==> src/hw/rtl/pre_pkg.sv <==
`timescale 1ns / 1ps
`default_nettype none
// ----------------------------------------------------------------------------
// pre_pkg: shared types and constants of the printable run extractor
// Request layouts, command codes between front and back, the truncation note.
// ----------------------------------------------------------------------------
package pre_pkg;

	localparam int MAX_HOLD_DEF = 16;

	// Configuration register indexes
	localparam int CFG_IDX_W = 1;
	localparam logic [CFG_IDX_W-1:0] CFG_MIN_LENGTH   = 1'b0;
	localparam logic [CFG_IDX_W-1:0] CFG_OUTPUT_LIMIT = 1'b1;
	localparam int CFG_DATA_W = 32;

	localparam logic [4:0]  MIN_LENGTH_RST   = 5'd4;
	localparam logic [31:0] OUTPUT_LIMIT_RST = 32'd10485760;

	// Position / count width, covers MAX_HOLD up to 64 and the note length
	localparam int CNT_W = 7;
	// Width used when comparing run length against the minimum
	localparam int CMP_W = 8;

	localparam logic [7:0] CHAR_NL  = 8'h0A;
	localparam logic [7:0] CHAR_TAB = 8'h09;

	localparam int NOTE_LEN = 30;
	localparam logic [NOTE_LEN*8-1:0] NOTE = "\n[Truncated - File too large]\n";

	// Command queue depth (power of two)
	localparam int CQ_DEPTH = 4;

	// Command codes
	localparam logic [1:0] OP_BYTE  = 2'd0; // emit data
	localparam logic [1:0] OP_BURST = 2'd1; // emit held bytes, then data
	localparam logic [1:0] OP_NL    = 2'd2; // end of run newline, flag = truncate
	localparam logic [1:0] OP_EOF   = 2'd3; // end of file, flag = run qualified

	typedef struct packed {
		logic       kind;
		logic [7:0] data;
	} item_t;

	typedef struct packed {
		logic [7:0] out_byte;
		logic       has_byte;
		logic       last_of_item;
		logic       end_of_stream;
	} result_t;

	typedef struct packed {
		logic [1:0]       op;
		logic [7:0]       data;
		logic [CNT_W-1:0] cnt;
		logic             flag;
	} cmd_t;

	typedef struct packed {
		logic             we;
		logic [CNT_W-1:0] addr;
		logic [7:0]       data;
	} hold_wr_t;

	function automatic logic [7:0] note_char(input logic [4:0] idx);
		logic [4:0] sel;
		sel = 5'(NOTE_LEN - 1) - idx;
		return NOTE[{sel, 3'b000} +: 8];
	endfunction

endpackage
`default_nettype wire

==> src/hw/rtl/pre_front.sv <==
`timescale 1ns / 1ps
`default_nettype none
// ----------------------------------------------------------------------------
// pre_front: input classifier
// Tracks run state and output count, writes held bytes, issues commands.
// ----------------------------------------------------------------------------
module pre_front #(
	parameter int MAX_HOLD = pre_pkg::MAX_HOLD_DEF
) (
	input  wire logic                            clk,
	input  wire logic                            arst_n,
	input  wire logic                            push,
	output logic                                 full,
	input  wire pre_pkg::item_t                  item,
	input  wire logic                            cfg_we,
	input  wire logic [pre_pkg::CFG_IDX_W-1:0]   cfg_index,
	input  wire logic [pre_pkg::CFG_DATA_W-1:0]  cfg_data,
	output logic                                 cq_push,
	output pre_pkg::cmd_t                        cq_cmd,
	input  wire logic                            cq_full,
	output pre_pkg::hold_wr_t                    hold_wr,
	input  wire logic                            burst_done
);
	localparam int HW = $clog2(MAX_HOLD + 1);
	localparam logic [pre_pkg::CMP_W-1:0] MAX_C = pre_pkg::CMP_W'(MAX_HOLD);

	logic [4:0]   min_length_q;
	logic [31:0]  output_limit_q;
	logic [HW-1:0] run_length_q;
	logic         qualified_q;
	logic [32:0]  count_q;
	logic         stopped_q;
	logic         busy_q;

	logic         accept;
	logic         text;
	logic [pre_pkg::CMP_W-1:0] eff_min, rl_c;
	logic         release_run;
	logic [pre_pkg::CNT_W-1:0] inc;
	logic [33:0]  sum;
	logic [32:0]  count_next;
	logic         trunc;

	assign full   = !stopped_q && (cq_full || (busy_q && !qualified_q));
	assign accept = push && !full && !stopped_q;
	assign text   = (item.data >= 8'h20 && item.data <= 8'h7E) ||
		item.data == pre_pkg::CHAR_NL || item.data == pre_pkg::CHAR_TAB;

	always_comb begin
		eff_min = pre_pkg::CMP_W'(min_length_q);
		if (min_length_q == 5'd0) begin
			eff_min = pre_pkg::CMP_W'(1);
		end
		if (eff_min > MAX_C) begin
			eff_min = MAX_C;
		end
	end

	assign rl_c        = pre_pkg::CMP_W'(run_length_q);
	assign release_run = (rl_c + pre_pkg::CMP_W'(1) >= eff_min) || (rl_c >= MAX_C);

	// bytes this item emits: one, or the held head plus the new byte
	assign inc = (!item.kind && text && !qualified_q) ?
		pre_pkg::CNT_W'(run_length_q) + pre_pkg::CNT_W'(1) : pre_pkg::CNT_W'(1);
	assign sum        = {1'b0, count_q} + 34'(inc);
	assign count_next = sum[33] ? {33{1'b1}} : sum[32:0];
	assign trunc      = count_next > {1'b0, output_limit_q};

	always_comb begin
		cq_push       = 1'b0;
		cq_cmd.op     = pre_pkg::OP_BYTE;
		cq_cmd.data   = item.data;
		cq_cmd.cnt    = pre_pkg::CNT_W'(run_length_q);
		cq_cmd.flag   = 1'b0;
		hold_wr.we    = 1'b0;
		hold_wr.addr  = pre_pkg::CNT_W'(run_length_q);
		hold_wr.data  = item.data;
		if (accept) begin
			if (item.kind) begin
				cq_push     = 1'b1;
				cq_cmd.op   = pre_pkg::OP_EOF;
				cq_cmd.flag = qualified_q;
			end else if (text) begin
				if (qualified_q) begin
					cq_push   = 1'b1;
					cq_cmd.op = pre_pkg::OP_BYTE;
				end else if (release_run) begin
					cq_push   = 1'b1;
					cq_cmd.op = pre_pkg::OP_BURST;
				end else begin
					hold_wr.we = 1'b1;
				end
			end else if (qualified_q) begin
				cq_push     = 1'b1;
				cq_cmd.op   = pre_pkg::OP_NL;
				cq_cmd.flag = trunc;
			end
		end
	end

	always_ff @(posedge clk or negedge arst_n) begin
		if (!arst_n) begin
			min_length_q   <= pre_pkg::MIN_LENGTH_RST;
			output_limit_q <= pre_pkg::OUTPUT_LIMIT_RST;
		end else if (cfg_we) begin
			if (cfg_index == pre_pkg::CFG_MIN_LENGTH) begin
				min_length_q <= cfg_data[4:0];
			end else begin
				output_limit_q <= cfg_data;
			end
		end
	end

	always_ff @(posedge clk or negedge arst_n) begin
		if (!arst_n) begin
			run_length_q <= '0;
			qualified_q  <= 1'b0;
			count_q      <= '0;
			stopped_q    <= 1'b0;
			busy_q       <= 1'b0;
		end else begin
			if (burst_done) begin
				busy_q <= 1'b0;
			end
			if (accept) begin
				if (item.kind) begin
					stopped_q    <= 1'b1;
					run_length_q <= '0;
					qualified_q  <= 1'b0;
				end else if (text) begin
					if (qualified_q) begin
						count_q <= count_next;
					end else if (release_run) begin
						count_q      <= count_next;
						run_length_q <= '0;
						qualified_q  <= 1'b1;
						busy_q       <= (run_length_q != '0);
					end else begin
						run_length_q <= run_length_q + HW'(1);
					end
				end else begin
					if (qualified_q) begin
						count_q <= count_next;
						if (trunc) begin
							stopped_q <= 1'b1;
						end
					end
					run_length_q <= '0;
					qualified_q  <= 1'b0;
				end
			end
		end
	end

endmodule
`default_nettype wire

==> src/hw/rtl/pre_cmd_queue.sv <==
`timescale 1ns / 1ps
`default_nettype none
// ----------------------------------------------------------------------------
// pre_cmd_queue: command queue
// Small first-in first-out buffer between the classifier and the emitter.
// ----------------------------------------------------------------------------
module pre_cmd_queue (
	input  wire logic          clk,
	input  wire logic          arst_n,
	input  wire logic          push,
	input  wire pre_pkg::cmd_t din,
	output logic               full,
	input  wire logic          pop,
	output pre_pkg::cmd_t      dout,
	output logic               empty
);
	localparam int AW = $clog2(pre_pkg::CQ_DEPTH);

	pre_pkg::cmd_t mem_q [pre_pkg::CQ_DEPTH];
	logic [AW-1:0] wr_q, rd_q;
	logic [AW:0]   level_q;
	logic          do_push, do_pop;

	assign full    = level_q == (AW + 1)'(pre_pkg::CQ_DEPTH);
	assign empty   = level_q == '0;
	assign do_push = push && !full;
	assign do_pop  = pop && !empty;
	assign dout    = mem_q[rd_q];

	always_ff @(posedge clk) begin
		if (do_push) begin
			mem_q[wr_q] <= din;
		end
	end

	always_ff @(posedge clk or negedge arst_n) begin
		if (!arst_n) begin
			wr_q    <= '0;
			rd_q    <= '0;
			level_q <= '0;
		end else begin
			if (do_push) begin
				wr_q <= wr_q + AW'(1);
			end
			if (do_pop) begin
				rd_q <= rd_q + AW'(1);
			end
			case ({do_push, do_pop})
				2'b10:   level_q <= level_q + (AW + 1)'(1);
				2'b01:   level_q <= level_q - (AW + 1)'(1);
				default: level_q <= level_q;
			endcase
		end
	end

endmodule
`default_nettype wire

==> src/hw/rtl/pre_back.sv <==
`timescale 1ns / 1ps
`default_nettype none
// ----------------------------------------------------------------------------
// pre_back: result emitter
// Holds the run head, expands commands into result bytes, output register.
// ----------------------------------------------------------------------------
module pre_back #(
	parameter int MAX_HOLD = pre_pkg::MAX_HOLD_DEF
) (
	input  wire logic              clk,
	input  wire logic              arst_n,
	input  wire pre_pkg::hold_wr_t hold_wr,
	input  wire pre_pkg::cmd_t     cq_cmd,
	input  wire logic              cq_empty,
	output logic                   cq_pop,
	output logic                   burst_done,
	output pre_pkg::result_t       result,
	output logic                   empty,
	input  wire logic              pop
);
	localparam int IW = (MAX_HOLD > 1) ? $clog2(MAX_HOLD) : 1;

	logic [7:0] hold_q [MAX_HOLD];

	pre_pkg::cmd_t              cmd_q;
	logic [pre_pkg::CNT_W-1:0]  pos_q;
	logic                       active_q;
	pre_pkg::result_t           out_q;
	logic                       out_valid_q;

	pre_pkg::cmd_t              src;
	logic [pre_pkg::CNT_W-1:0]  src_pos, pos_m1;
	logic                       have, load, fire;
	pre_pkg::result_t           r;

	always_ff @(posedge clk) begin
		if (hold_wr.we) begin
			hold_q[hold_wr.addr[IW-1:0]] <= hold_wr.data;
		end
	end

	assign src     = active_q ? cmd_q : cq_cmd;
	assign src_pos = active_q ? pos_q : '0;
	assign pos_m1  = src_pos - pre_pkg::CNT_W'(1);
	assign have    = active_q || !cq_empty;
	assign load    = !out_valid_q || pop;
	assign fire    = load && have;

	always_comb begin
		r.out_byte      = 8'h00;
		r.has_byte      = 1'b1;
		r.last_of_item  = 1'b1;
		r.end_of_stream = 1'b0;
		case (src.op)
			pre_pkg::OP_BYTE: begin
				r.out_byte = src.data;
			end
			pre_pkg::OP_BURST: begin
				if (src_pos < src.cnt) begin
					r.out_byte     = hold_q[src_pos[IW-1:0]];
					r.last_of_item = 1'b0;
				end else begin
					r.out_byte = src.data;
				end
			end
			pre_pkg::OP_NL: begin
				if (src_pos == '0) begin
					r.out_byte     = pre_pkg::CHAR_NL;
					r.last_of_item = !src.flag;
				end else begin
					r.out_byte      = pre_pkg::note_char(pos_m1[4:0]);
					r.last_of_item  = src_pos == pre_pkg::CNT_W'(pre_pkg::NOTE_LEN);
					r.end_of_stream = r.last_of_item;
				end
			end
			pre_pkg::OP_EOF: begin
				r.has_byte      = src.flag;
				r.out_byte      = src.flag ? pre_pkg::CHAR_NL : 8'h00;
				r.end_of_stream = 1'b1;
			end
			default: begin
				r.has_byte = 1'b0;
			end
		endcase
	end

	assign cq_pop     = fire && !active_q;
	assign burst_done = fire && r.last_of_item && src.op == pre_pkg::OP_BURST;
	assign result     = out_q;
	assign empty      = !out_valid_q;

	always_ff @(posedge clk) begin
		if (fire) begin
			out_q <= r;
			cmd_q <= src;
			pos_q <= src_pos + pre_pkg::CNT_W'(1);
		end
	end

	always_ff @(posedge clk or negedge arst_n) begin
		if (!arst_n) begin
			active_q    <= 1'b0;
			out_valid_q <= 1'b0;
		end else if (load) begin
			out_valid_q <= have;
			if (have) begin
				active_q <= !r.last_of_item;
			end
		end
	end

endmodule
`default_nettype wire

==> src/hw/rtl/printable_run_extractor_top.sv <==
`timescale 1ns / 1ps
`default_nettype none
// A result request reaches the result port from the input request that causes
//   it through the command queue, then the output register.
// Throughput: one input and one result request per cycle while not full and popped;
//   a run head release or the truncation note emits one held byte / note byte per cycle.
// After a release with held bytes, the next run's first byte waits until the
//   burst has left the emitter. Asynchronous reset clears all control state.
// ----------------------------------------------------------------------------
// printable_run_extractor_top: printable run extractor
// Scans a byte stream and emits text runs of at least min_length bytes (zero acts as one, at most MAX_HOLD), each
// terminated by a newline, with a truncation note past output_limit.
// ----------------------------------------------------------------------------
module printable_run_extractor_top #(
	parameter int MAX_HOLD = pre_pkg::MAX_HOLD_DEF
) (
	input  wire logic                           clk,
	input  wire logic                           arst_n,
	// input request queue side
	input  wire logic                           push,
	output logic                                full,
	input  wire pre_pkg::item_t                 item,
	// result queue side
	output logic                                empty,
	input  wire logic                           pop,
	output pre_pkg::result_t                    result,
	// configuration write port
	input  wire logic                           cfg_we,
	input  wire logic [pre_pkg::CFG_IDX_W-1:0]  cfg_index,
	input  wire logic [pre_pkg::CFG_DATA_W-1:0] cfg_data
);
	// front -> queue
	logic              cq_push;
	pre_pkg::cmd_t     cq_in;
	logic              cq_full;
	// queue -> back
	pre_pkg::cmd_t     cq_out;
	logic              cq_empty;
	logic              cq_pop;
	// front -> back: run head writes; back -> front: burst has drained
	pre_pkg::hold_wr_t hold_wr;
	logic              burst_done;

	// Classifier: owns config, run state, emitted byte count and stop flag.
	pre_front #(
		.MAX_HOLD(MAX_HOLD)
	) u_front (
		.clk        (clk),
		.arst_n     (arst_n),
		.push       (push),
		.full       (full),
		.item       (item),
		.cfg_we     (cfg_we),
		.cfg_index  (cfg_index),
		.cfg_data   (cfg_data),
		.cq_push    (cq_push),
		.cq_cmd     (cq_in),
		.cq_full    (cq_full),
		.hold_wr    (hold_wr),
		.burst_done (burst_done)
	);

	// Decouples classification from multi-byte expansion.
	pre_cmd_queue u_cmd_queue (
		.clk    (clk),
		.arst_n (arst_n),
		.push   (cq_push),
		.din    (cq_in),
		.full   (cq_full),
		.pop    (cq_pop),
		.dout   (cq_out),
		.empty  (cq_empty)
	);

	// Emitter: one result byte per cycle into the output register while it is empty or popped.
	pre_back #(
		.MAX_HOLD(MAX_HOLD)
	) u_back (
		.clk        (clk),
		.arst_n     (arst_n),
		.hold_wr    (hold_wr),
		.cq_cmd     (cq_out),
		.cq_empty   (cq_empty),
		.cq_pop     (cq_pop),
		.burst_done (burst_done),
		.result     (result),
		.empty      (empty),
		.pop        (pop)
	);

endmodule
`default_nettype wire

==> config.mk <==
export PLATFORM = sky130hd
export DESIGN_NAME = printable_run_extractor_top
export DESIGN_NICKNAME = d
export VERILOG_FILES = /design/src/hw/rtl/pre_pkg.sv /design/src/hw/rtl/pre_front.sv /design/src/hw/rtl/pre_cmd_queue.sv /design/src/hw/rtl/pre_back.sv /design/src/hw/rtl/printable_run_extractor_top.sv
export SDC_FILE = /design/constraint.sdc
export NUM_CORES = 1
export LEC_CHECK = 0
export BUFFER_PORTS_ARGS = -buffer_cell sky130_fd_sc_hd__buf_4
export CAP_MARGIN = 20
export CORE_MARGIN = 2
export CORE_UTILIZATION = 55
export DETAILED_ROUTE_END_ITERATION = 16
export GPL_ROUTABILITY_DRIVEN = 1
export PLACE_DENSITY = 0.8
export REMOVE_ABC_BUFFERS = 1
export SLEW_MARGIN = 30
export SYNTH_ARGS = -nofsm -noshare
export SYNTH_HDL_FRONTEND = slang
export SYNTH_SLANG_ARGS = --single-unit
==> constraint.sdc <==
create_clock -name clk -period 13.03 [get_ports clk]
set_input_delay 1.9545 -clock clk [delete_from_list [all_inputs] [get_ports clk]]
set_output_delay 1.9545 -clock clk [all_outputs]
set_load 0.03 [all_outputs]
==> flow_metrics.py <==
metrics = {
    "sta": {
        "hold_slack_ps": 501,
        "fin_skew_ps": 28.8,
        "rsz0062_at_grt": "false",
        "maxSlewViolCount": 0,
        "min_period_over_period_pct": 52.4,
        "tightest_slew_ps": 882,
        "finalSetupViolCount": 0,
        "relSlewSlack_pct": 41.2,
        "clock.fmax_mhz": 147,
        "fin_tns_setup_ps": 0,
        "period_minus_slack_ps": 6820,
        "setup_ws_ps": 6210,
        "finalHoldViolCount": 0,
    },
    "critical_path": {
        "slowest_delay_ps": 510,
        "crit_type": "input pin to flip-flop",
        "worstPathMaxFanout": 22,
        "path_cells": "buf_4, xor2_1, a311oi_1, nor2_1, nand3_1, nor2_1, ha_1, a211oi_1, o21ai_1, nand3_1, nor2_1, xnor2_1, nand2_1, ha_1, nand4_1, nor4_1, nor2b_1, o31ai_1, a211o_1, a21oi_1",
        "critPathSlowestCell": "a311oi_1",
        "crit_arrival_ps": 7150,
        "critPathLaunchType": "input pin",
        "required_ps": 13360,
        "crit_top_cell": "nor2_1",
        "crit_path_end_kind": "flip-flop",
    },
    "place": {
        "dp_slack_ps": 5840,
        "place_congestion": 0.901,
        "place_hpwl_um": 23400,
        "post-place-cells": 1631,
        "port_buffers": 59,
    },
    "synthesis": {
        "synth_compound_area_share_pct": 9.19,
        "synth_top_family_by_area": "simple AND/OR/NAND/NOR gates",
        "synth_xor_area_share_pct": 1.95,
        "yosys_warnings": 0,
        "synth_edf_count": 228,
        "netlist-cell-type-count": 79,
        "muxShareOfSynthArea_pct": 10.6,
        "netlist_instances": 1234,
        "synthArstFlopShare_pct": 27.6,
        "synthAdderAreaFrac_pct": 5.86,
        "netlist_area_um2": 15600,
        "yosys_most_used_dff": "edfxtp_1",
        "ys_ff_latch": 315,
        "syn_avg_cell_area_um2": 12.7,
        "synth-simple-area-share_pct": 11.3,
        "synth-seq-area-share_pct": 57.7,
    },
    "clocking": {
        "clk_latency_ps": 540,
        "cts_setup_buffers": 0,
        "clock_sinks": 315,
        "clock_path_buffers": 3,
        "cts_inserted_buffers": 34,
        "hold_buffers": 0,
        "clkTransAtPathRegs_ps": 60,
        "cts_resized": 0,
        "ctsHtreeMaxLevel": 2,
        "cts-root-buf": "clkbuf_16",
        "cts_tree": "yes",
    },
    "floorplanning": {
        "core_um2": 27900,
        "fp-row-count": 61,
        "start_util_pct": 56.1,
        "die-area_um2": 29800,
        "die_width_um": 173,
        "die-height_um": 173,
        "ios": 60,
    },
    "drt": {
        "drc_errors": 0,
        "first_pass_iters": 6,
        "vias": 10400,
        "antenna_left": 0,
        "wl_um": 34900,
        "drt_iter0_markers": 939,
        "wl_per_cell_um": 20.6,
        "routed_via_density": 6.17,
    },
    "global_routing": {
        "grt_start_max_net_pins": 88,
        "grt_usage_pct": 23.4,
        "antenna_found_initial": 0,
        "overflow": 0,
        "grt_pass1_wl_um": 55500,
        "grt_pass1_vias": 10300,
    },
    "cells_and_area": {
        "fillers": 2114,
        "nNetsFinal": 1408,
        "finalNonFillerCells": 1692,
        "regArea_um2": 9030,
        "fin_util_pct": 62.6,
        "multiInputGateArea_um2": 6090,
        "drive_gt1_share_pct": 17.7,
        "syn2layout_area_growth_pct": 11.6,
        "n_antenna_cell": 0,
    },
    "pwr": {
        "switchingPower_mw": 1.23,
        "p_seq_share_pct": 39.2,
        "peakVddDrop_uv": 117,
        "p_comb_share_pct": 34.3,
        "clkPwrFrac_pct": 26.4,
        "p_leak_nw": 6.91,
        "sw_frac_of_total_pct": 35.7,
        "p_int_mw": 2.22,
        "power.density_nw_per_um2": 198,
    },
    "job": {
        "drv_cap": 0,
    },
    "run_status": {
        "outcome": "complete, no violations",
    },
    "worst_hold_path": {
        "hold_path_class": "flip-flop to flip-flop",
    },
}
[per-layer routing]
layer	global-route usage, %	share of wire (%)	vias to the layer above
met4	9.29	3.3	0
li1	-	-	4764
met2	40.1	50	416
met1	30.1	40	5165
met5	0	0	-
met3	3.72	6.8	98
[flip-flops by register name, summed over array words and instances (netlist names)]
signal,count
u_back.pos_q,7
u_back.result,11
u_front.count_q,33
u_front.run_length_q,5
u_cmd_queue.wr_q,2
u_cmd_queue.rd_q,2
u_front.qualified_q,1
u_back.cmd_q,18
u_back.hold_q,128
u_cmd_queue.level_q,3
u_back.out_valid_q,1
u_front.busy_q,1
u_back.active_q,1
u_cmd_queue.mem_q,64
u_front.stopped_q,1
u_front.min_length_q,5
u_front.output_limit_q,32
[synthesized netlist by cell type, types with 22 or more instances]
cell type,number,area share [%]
nand4_1,23,0.92
and2_1,32,1.3
mux2_2,67,4.8
nor2_1,44,1.1
mux4_2,23,3.3
nor3_1,22,0.70
nand2_1,136,3.3
ha_1,70,5.6
a21oi_1,40,1.3
dfrtp_1,84,13
o21ai_0,34,1.1
edfxtp_1,228,44
inv_1,71,1.7
nand3_1,37,1.2
[layout by cell type (no fill, tap or decap), types with 16 or more instances in the layout]
cell       instances
edfxtp_1         228
mux2i_1           21
ha_1              70
nor2_1            43
inv_1             71
a211oi_1          17
buf_4             69
dfrtp_1           83
nand4_1           23
mux4_2            23
xnor2_1           16
mux2_2            67
nor3_1            22
and2_1            32
a21oi_1           40
a31oi_1           21
nand3_1           37
o21ai_0           34
clkbuf_16         34
xor2_1            17
nand2_1          136
[per-stage QoR]
step	instance area [um2]	power, mW
after floorplan	15400	2.16
after global placement	16400	2.50
after detailed placement	16400	2.53
after CTS	17500	3.45
after global routing	17500	3.62
final	17500	3.45
[worst paths after layout]
kind                                                           from                                      to  slack (ps)  cells after the start
worst max-delay path                                        item[1]       u_cmd_queue.mem_q[0][0]$_DFFE_PP_        6210                     20
worst min-delay path                 u_front.count_q[5]$_DFFE_PN0P_          u_front.count_q[5]$_DFFE_PN0P_         500                      1
worst max register to register  u_front.run_length_q[0]$_DFFE_PN0P_       u_cmd_queue.mem_q[0][0]$_DFFE_PP_        7680                     17
worst min register to register       u_front.count_q[5]$_DFFE_PN0P_          u_front.count_q[5]$_DFFE_PN0P_         500                      1
max in group asynchronous                                    arst_n         u_cmd_queue.rd_q[0]$_DFFE_PN0P_       10980                      1
min in group asynchronous                                    arst_n  u_front.output_limit_q[18]$_DFFE_PN0P_        1500                      1
[worst max-delay path, delay by kind of cell]
kind / cells / cell delay [ps]
compound gates: 6 / 1940
fa+ha+maj: 2 / 630
simple gates: 9 / 2020
buf+inv: 1 / 180
xor+xnor: 2 / 410
[area by class of cell]
cell class / count / area share [%]
inverter: 75 / 1.61
multi-input combinational: 793 / 34.9
timing repair buffer: 70 / 3.03
clock inverter: 21 / 1.03
clock buffer: 40 / 5.00
tap: 378 / 2.71
sequential: 315 / 51.7
[logic make-up after synthesis]
logic type / Yosys count
AOI/OAI and AO/OA: 212
xor gates and xnor gates: 34
adders and majority gates: 72
buffers and inverters: 126
DFF: 315
muxes: 118
and+or+nand+nor: 357
[power by group through the flow]
| stage | Sequential [mW] | Clock, mW | Combinational [mW] |
|---|---|---|---|
| finish | 1.35 | 0.911 | 1.18 |
| detailed placement | 1.37 | 0 | 1.16 |
| CTS | 1.35 | 0.921 | 1.17 |
| floorplan | 1.41 | 0 | 0.745 |
| global route | 1.37 | 0.958 | 1.29 |
| global placement | 1.37 | 0 | 1.13 |
No activity file was read; power rests on OpenSTA's default activity.
